$ cat config.mk
export PLATFORM = sky130hd
export DESIGN_NAME = salc_ctrl
export DESIGN_NICKNAME = d
export VERILOG_FILES = /design/src/hw/rtl/salc_pkg.sv /design/src/hw/rtl/salc_ctrl.sv
export SDC_FILE = /design/constraint.sdc
export NUM_CORES = 1
export LEC_CHECK = 0
export ABC_AREA = 1
export BUFFER_PORTS_ARGS = -buffer_cell sky130_fd_sc_hd__buf_2
export CORE_AREA = 2 2 39 41
export CTS_BUF_LIST = sky130_fd_sc_hd__clkbuf_16
export CTS_CLUSTER_SIZE = 30
export DETAILED_ROUTE_END_ITERATION = 10
export DIE_AREA = 0 0 41 43
export PLACE_DENSITY = 0.37
export RECOVER_POWER = 100
export SETUP_SLACK_MARGIN = 0.15
export SLEW_MARGIN = 15
export SYNTH_ARGS = -nofsm -noshare
export SYNTH_HDL_FRONTEND = slang
export SYNTH_SLANG_ARGS = --single-unit
export TNS_END_PERCENT = 100
$ cat constraint.sdc
create_clock -name clk_i -period 1.1 [get_ports clk_i]
set_clock_uncertainty 0.15 [all_clocks]
set_input_delay 0 -clock clk_i [delete_from_list [all_inputs] [get_ports clk_i]]
set_output_delay 0 -clock clk_i [all_outputs]
set_load 0.01 [all_outputs]
$ cat src/hw/rtl/salc_pkg.sv
// ----------------------------------------------------------------------------
// salc_pkg: shared types and constants of the cache tag controller
// Request and response payloads, command and status groups between the
// controller and the datapath, and default geometry.
// ----------------------------------------------------------------------------
package salc_pkg;

  localparam int ADDR_W      = 64;
  localparam int VTAG_W      = 51;
  localparam int CNT_W       = 32;
  localparam int HPOS_W      = 2;

  localparam int DEF_WAYS        = 4;
  localparam int DEF_SETS        = 128;
  localparam int DEF_OFFSET_BITS = 6;

  localparam logic CMD_READ  = 1'b0;
  localparam logic CMD_WRITE = 1'b1;

  typedef struct packed {
    logic              command;
    logic [ADDR_W-1:0] address;
  } salc_req_t;

  typedef struct packed {
    logic              hit;
    logic [HPOS_W-1:0] hit_position;
    logic              hit_was_dirty;
    logic              victim_valid;
    logic              writeback;
    logic [VTAG_W-1:0] victim_tag;
    logic [CNT_W-1:0]  access_count;
    logic [CNT_W-1:0]  miss_count;
    logic [CNT_W-1:0]  writeback_count;
  } salc_rsp_t;

  typedef struct packed {
    logic clear_en;
    logic load;
    logic commit;
  } salc_cmd_t;

  typedef struct packed {
    logic clear_last;
    logic out_blocked;
  } salc_status_t;

endpackage

$ cat src/hw/rtl/salc_ctrl.sv
// ----------------------------------------------------------------------------
// salc_ctrl: sequencing of the cache tag controller
// Runs the state clearing pass after reset, then takes one request at a time
// through a set read and a set update.
// ----------------------------------------------------------------------------
module salc_ctrl
  import salc_pkg::*;
(
  input  logic         clk_i,
  input  logic         rst_ni,
  input  logic         in_valid_i,
  output logic         in_stall_o,
  input  salc_status_t status_i,
  output salc_cmd_t    cmd_o
);

  typedef enum logic [1:0] {
    ST_CLEAR,
    ST_IDLE,
    ST_LOOKUP
  } state_e;

  state_e state_q, state_d;

  always_comb begin
    state_d      = state_q;
    cmd_o        = '0;
    unique case (state_q)
      ST_CLEAR: begin
        cmd_o.clear_en = 1'b1;
        if (status_i.clear_last) begin
          state_d = ST_IDLE;
        end
      end
      ST_IDLE: begin
        if (in_valid_i) begin
          cmd_o.load = 1'b1;
          state_d    = ST_LOOKUP;
        end
      end
      ST_LOOKUP: begin
        if (!status_i.out_blocked) begin
          cmd_o.commit = 1'b1;
          state_d      = ST_IDLE;
        end
      end
      default: begin
        state_d = ST_CLEAR;
      end
    endcase
  end

  assign in_stall_o = (state_q != ST_IDLE);

  always_ff @(posedge clk_i or negedge rst_ni) begin
    if (!rst_ni) begin
      state_q <= ST_CLEAR;
    end else begin
      state_q <= state_d;
    end
  end

endmodule

==> impl_metrics.toml, run 1 <==
[outcome]
outcome = "complete, but fails checks"
failed_checks = "hold timing, setup timing"

[die]
die_area_um2 = 1763
starting_utilization_of_the_core_area_pct = 7.957
row_count = 14
die-height_um = 43
boundaryPins = 9
fp.dieW_um = 41
core_area_um2 = 1384

[cts]
cts_max_level = 1
cts-buffers-inserted = 3
cts.sinks = 2
cts.clk_slew.worst_paths_ps = 30
clock_latency_ps = 220
cts_tree = "done"
post_cts_hold_fix_bufs = 3
cts-root-to-sink-buffers = 2
clock_tree.root_cell = "clkbuf_16"

[grt]
grt_start_max_net_pins = 5
grt_antenna_before_repair = 0
grt_first_pass_wirelength_um = 607
first_global_vias = 164
groute.usage.overall_pct = 5.912
globalRoute.totalOverflow = 0

[timing]
unrepaired_setup_endpoints_after_global_routing = "true"
fin_setup_tns_ps = -61.44
final_max_slew_viol_count = 0
holdWs_ps = -52.27
achievable-frequency_mhz = 889.2
timing.max_slew.rel_slack_pct = 91.40
finalHoldViolations = 4
tightest_slew_ps = 128.8
min_period_over_period_pct = 102.2
timing.final.setup_violations = 4
final.setup.worst_slack_ps = -24.55
post-route-min-period_ps = 1125

[synthesis]
yosys_warnings = 0
synth.distinct_cells = 8
syn-mean-instance-area_um2 = 6.882
synth.ff_latch_count = 2
mappedNetlistArea_um2 = 110.1
synthCells = 16
ys_seq_area_share_pct = 45.45
synth_nets = 21

[finish]
syn_to_final_growth_pct = 170.5
drive_gt1_share_pct = 58.06
multiInputGateArea_um2 = 62.56
design.final.nets = 38
antenna-diode-count = 0
top_regs = "state_q x2"
largest_register = "state_q"
final-seq-area_um2 = 51.30
largest_register_ffs = 2
fillers = 160

[critical_path]
critical_path.slowest_cell = "dfrtp_1"
critical_path.startpoint = "state_q[1]"
worstSetupStartpointType = "flop"
r2r_slack_ps = -10
path_cells = "inv_2, nand2_4, nor2_2, buf_2"
critical_path.endpoint_type = "output port"
worstRegToRegCells = 5
crit_required_ps = 950
critPathArrivalTime_ps = 970
crit-reg2reg-launch = "state_q[0]"
crit_path_max_incr_delay_ps = 390
timing.critical_path.to = "cmd_o[1]"
rr_endpoint = "state_q[0]"
timing_worst_setup_path_type = "flop to output port"
largest_fanout_of_any_net_on_the_critical_path = 4

[drt]
via_count = 150
post_drt_via_cell_ratio = 3.191
post_drt_wl_per_cell_um = 7.234
drc = 0
dr.first_iter.drc_count = 4
dr.pass1.iters = 4
totalWireLength_um = 340
count_of_antenna_violating_nets_left_after_detailed_routing = 0

[place]
io_buffers = 8
dp_hpwl_um = 244.4
place.gp.congestion = 0.6425

[power_and_ir_drop]
p_leak_nw = 0.1548
powerDensity_nw_per_um2 = 3454
vdd.ir_drop.worst_mv = 1.084

[worst_hold_path]
worstHoldPathType = "input pin to asynchronous set/reset pin"

[flow_run]
cap_viol_max_count = 0
==> critical path, delay by kind of cell (launching register included) <==
kind	cells	cell delay, ps
and+or+nand+nor	2	150
DFF	1	390
buffers and inverters	2	220
==> cells in the mapped netlist, drive strengths merged <==
cell type,n,area share (%)
inv,4,14
nand2,3,10
nor2,3,10
dfrtp,2,45
nand3,1,4.5
nor3,1,4.5
o21ai,1,4.5
o21bai,1,6.8
==> cells in the final DEF, fill, tap and decap left out <==
cell and n:
o21ai_1 1, nor3_2 1, inv_1 3, nor2_2 2, buf_2 7, dlygate4sd3_1 2, nor2_1 1, buf_4 2
nand2_1 2, dfrtp_2 1, nand2_4 1, inv_2 1, nand3_1 1, clkbuf_16 3, o21bai_1 1, dfrtp_1 1
clkbuf_1 1
==> power by group <==
group / total (W) / leakage, nW / internal, W / switching (W)
Combinational: 0.000324 / 0.0942 / 0.000161 / 0.000163
Sequential: 0.000166 / 0.0236 / 0.000114 / 0.0000516
Clock: 0.000539 / 0.0370 / 0.000462 / 0.0000770
Total: 0.00103 / 0.155 / 0.000737 / 0.000292
==> worst min-delay path by stage <==
stage / depth (start not counted) / endpoint / slack [ps] / start
after floorplan: 0 / state_q[0] / -450 / rst_ni
after global placement: 1 / state_q[1] / -360 / rst_ni
after detailed placement: 1 / state_q[1] / -360 / rst_ni
after CTS: 3 / state_q[1] / -50 / status_i[0]
after global routing: 3 / state_q[1] / -20 / status_i[0]
final: 2 / state_q[1] / -50 / rst_ni
==> metal layers <==
| metal | part of all wire [%] | GRT usage [%] | vias to the layer above |
|---|---|---|---|
| met1 | 39 | 5.112 | 67 |
| met3 | 10 | 4.712 | 0 |
| met4 | 0 | 6.000 | 0 |
| met2 | 50 | 7.813 | 5 |
| li1 | - | - | 78 |
| met5 | 0 | 0 | - |
==> repair_timing <==
item / 4_1_cts / 5_1_grt
setup endpoints to repair: 6 / 8
setup buffers: 1 / 1
gates resized for setup: 3 / 3
hold endpoints to repair: 4 / 3
pin swaps: 2 / 1
==> logic make-up (layout without fill, tap and decap cells) <==
kind of cell	count (synthesis)	count (layout)	share of synthesized area (%)
DFF	2	2	45.46
AOI/OAI and AO/OA	2	2	11.36
and+or+nand+nor	8	8	29.54
buffers and inverters	4	19	13.63
==> cell type report <==
cell class / instances / share of cell area (%)
clock buffers: 3 / 25.21
repair buffers: 12 / 24.79
multi-input cells: 10 / 21.01
flip-flops and latches: 2 / 17.23
well taps: 16 / 6.723
inverters: 4 / 5.042
==> metrics by stage <==
step           total power, W  util, %  instance area (um2)  std cells  setup WS (ps)
5_1_grt              0.001096    21.52                297.8         47         -79.58
6_report             0.001029    21.52                297.8         47         -24.55
3_5_place_dp        0.0003884    12.66                175.2         40          112.2
2_1_floorplan       0.0002951        -                115.1         16          100.6
3_3_place_gp        0.0003898    12.66                175.2         40          99.66
4_1_cts             0.0009943    20.89                289.0         47         -35.38
(Power assumes the default switching activity.)
==> inputs of run 2 (changes only) <==
- REMOVE_ABC_BUFFERS: unset -> 1
==> impl_metrics.toml, run 2 (synthesis gave the netlist of run 1 again) <==
[outcome]
outcome = "complete, but fails checks"
failed_checks = "setup timing"

[power_and_ir_drop]
powerDensity_nw_per_um2 = 3136
seq_power_share_pct = 16.6
p_leak_nw = 0.1550
combinationalPowerShare_pct = 26.0
vdd.ir_drop.worst_mv = 0.7314
power.net_switching_w = 0.0002645
post-layout-total-power_w = 0.0009495
power.switching_fraction_pct = 27.85
p_int_w = 0.0006851
p_clk_share_pct = 57.4

[timing]
post-route-min-period_ps = 1113
min_period_over_period_pct = 101.2
timing.final.setup_violations = 1
final_max_slew_viol_count = 0
final.setup.worst_slack_ps = -13.23
fin_setup_tns_ps = -13.23
timing.max_slew.rel_slack_pct = 90.59
unrepaired_setup_endpoints_after_global_routing = "true"
achievable-frequency_mhz = 898.3
finalHoldViolations = 0
tightest_slew_ps = 139.6

[die]
die-height_um = 43
boundaryPins = 9
fp.dieW_um = 41
starting_utilization_of_the_core_area_pct = 7.957
row_count = 14
core_area_um2 = 1384
die_area_um2 = 1763

[finish]
largest_register_ffs = 2
design.final.nets = 39
layout.cells.non_filler = 48
antenna-diode-count = 0
drive_gt1_share_pct = 43.75
top_regs = "state_q x2"
layout_commonest_cell = "buf_2"
design_area_um2 = 302.8
final_cell_mix = "6 x buf_2, 5 x dlygate4sd3_1, 3 x nor2_1, 3 x inv_1, 3 x clkbuf_16"
fillers = 155
largest_register = "state_q"
syn_to_final_growth_pct = 175.0

[cts]
cts.clk_slew.worst_paths_ps = 30
cts-root-to-sink-buffers = 2
clock_tree.root_cell = "clkbuf_16"
cts.sinks = 2
cts_max_level = 1
clock_latency_ps = 220
cts-buffers-inserted = 3
cts_tree = "done"
cts.repair_timing.setup_buffer_count = 0

[critical_path]
largest_fanout_of_any_net_on_the_critical_path = 4
worstSetupStartpointType = "flop"
crit_required_ps = 950
critPathArrivalTime_ps = 960
critical_path.endpoint_type = "output port"
timing_worst_setup_path_type = "flop to output port"

[grt]
first_global_vias = 165
groute.usage.overall_pct = 6.325
grt_first_pass_wirelength_um = 593
grt_start_max_net_pins = 6
globalRoute.totalOverflow = 0
grt_antenna_before_repair = 0

[drt]
drc = 0
totalWireLength_um = 343
dr.pass1.iters = 4
post_drt_wl_per_cell_um = 7.146
via_count = 163
dr.first_iter.drc_count = 6
count_of_antenna_violating_nets_left_after_detailed_routing = 0
post_drt_via_cell_ratio = 3.396

[place]
place.gp.congestion = 0.6173
io_buffers = 8
dp_hpwl_um = 228.5
placedInstanceArea_um2 = 170.2
placed_cells = 40

[worst_hold_path]
worstHoldPathType = "input pin to output port"

[flow_run]
cap_viol_max_count = 0
-- run 2: changes by cell type in the layout (fill, tap and decap cells not counted) --
cell           previous run  this run
clkbuf_2                  0         1
nand2_2                   0         1
buf_4                     2         0
nor2_1                    1         3
o21ai_0                   0         1
dlygate4sd3_1             2         5
nand2_4                   1         0
o21ai_1                   1         0
buf_2                     7         6
nor2_2                    2         0
-- run 2: what timing repair did --
item	in CTS	in global routing
endpoints found under the hold margin	4	2
resized for setup	3	2
setup endpoints to repair	5	8
hold buffers	5	1
pin swaps	1	0
-- run 2: worst max-delay path, cell delays in order, from the launching register on --
cell and delay, ps:
dfrtp_1 390, inv_2 70, nand2_2 70, nor2_1 80
buf_2 130
-- run 2: worst paths after layout --
kind / from / to / slack [ps] / depth (start not counted)
hold / removal: status_i[0] / cmd_o[0] / 110 / 3
max in group asynchronous: rst_ni / state_q[0] / 180 / 3
setup / recovery: state_q[1] / cmd_o[1] / -10 / 4
setup reg to reg: state_q[0] / state_q[0] / 100 / 4
hold reg to reg: state_q[0] / state_q[0] / 370 / 1
min in group asynchronous: rst_ni / state_q[1] / 480 / 3
-- run 2: layout make-up --
class | count | area (um2) | share of cell area, %
inverters | 4 | 15.01 | 4.959
clock buffers | 3 | 75.07 | 24.79
well taps | 16 | 20.02 | 6.612
flip-flops and latches | 2 | 51.30 | 16.94
repair buffers | 13 | 88.84 | 29.34
multi-input cells | 10 | 52.55 | 17.36
-- run 2: power groups by stage --
stage	sequential [W]	clock [W]	combinational [W]
after floorplan	0.000139	0	0.000135
after detailed placement	0.000146	0	0.000219
after CTS	0.000155	0.000557	0.000247
after global placement	0.000147	0	0.000219
after global routing	0.000167	0.000566	0.000271
final	0.000157	0.000545	0.000247
-- run 2: routing by layer --
metal | wire [um] | part of all wire (%) | track usage [%] | up-vias
li1 | - | - | - | 80
met1 | 140 | 41 | 5.466 | 72
met2 | 153 | 45 | 5.938 | 9
met3 | 29 | 8.5 | 4.712 | 2
met4 | 19 | 5.5 | 12.00 | 0
met5 | 0 | 0 | 0 | -
-- run 2: stage by stage --
stage	util [%]	setup slack (ps)	hold WS, ps
2_1_floorplan	-	52.25	-445.6
6_report	21.88	-13.23	106.6
3_5_place_dp	12.30	94.27	-361.2
5_1_grt	21.88	-66.95	124.0
4_1_cts	21.88	-12.16	105.1
3_3_place_gp	12.30	86.23	-363.2
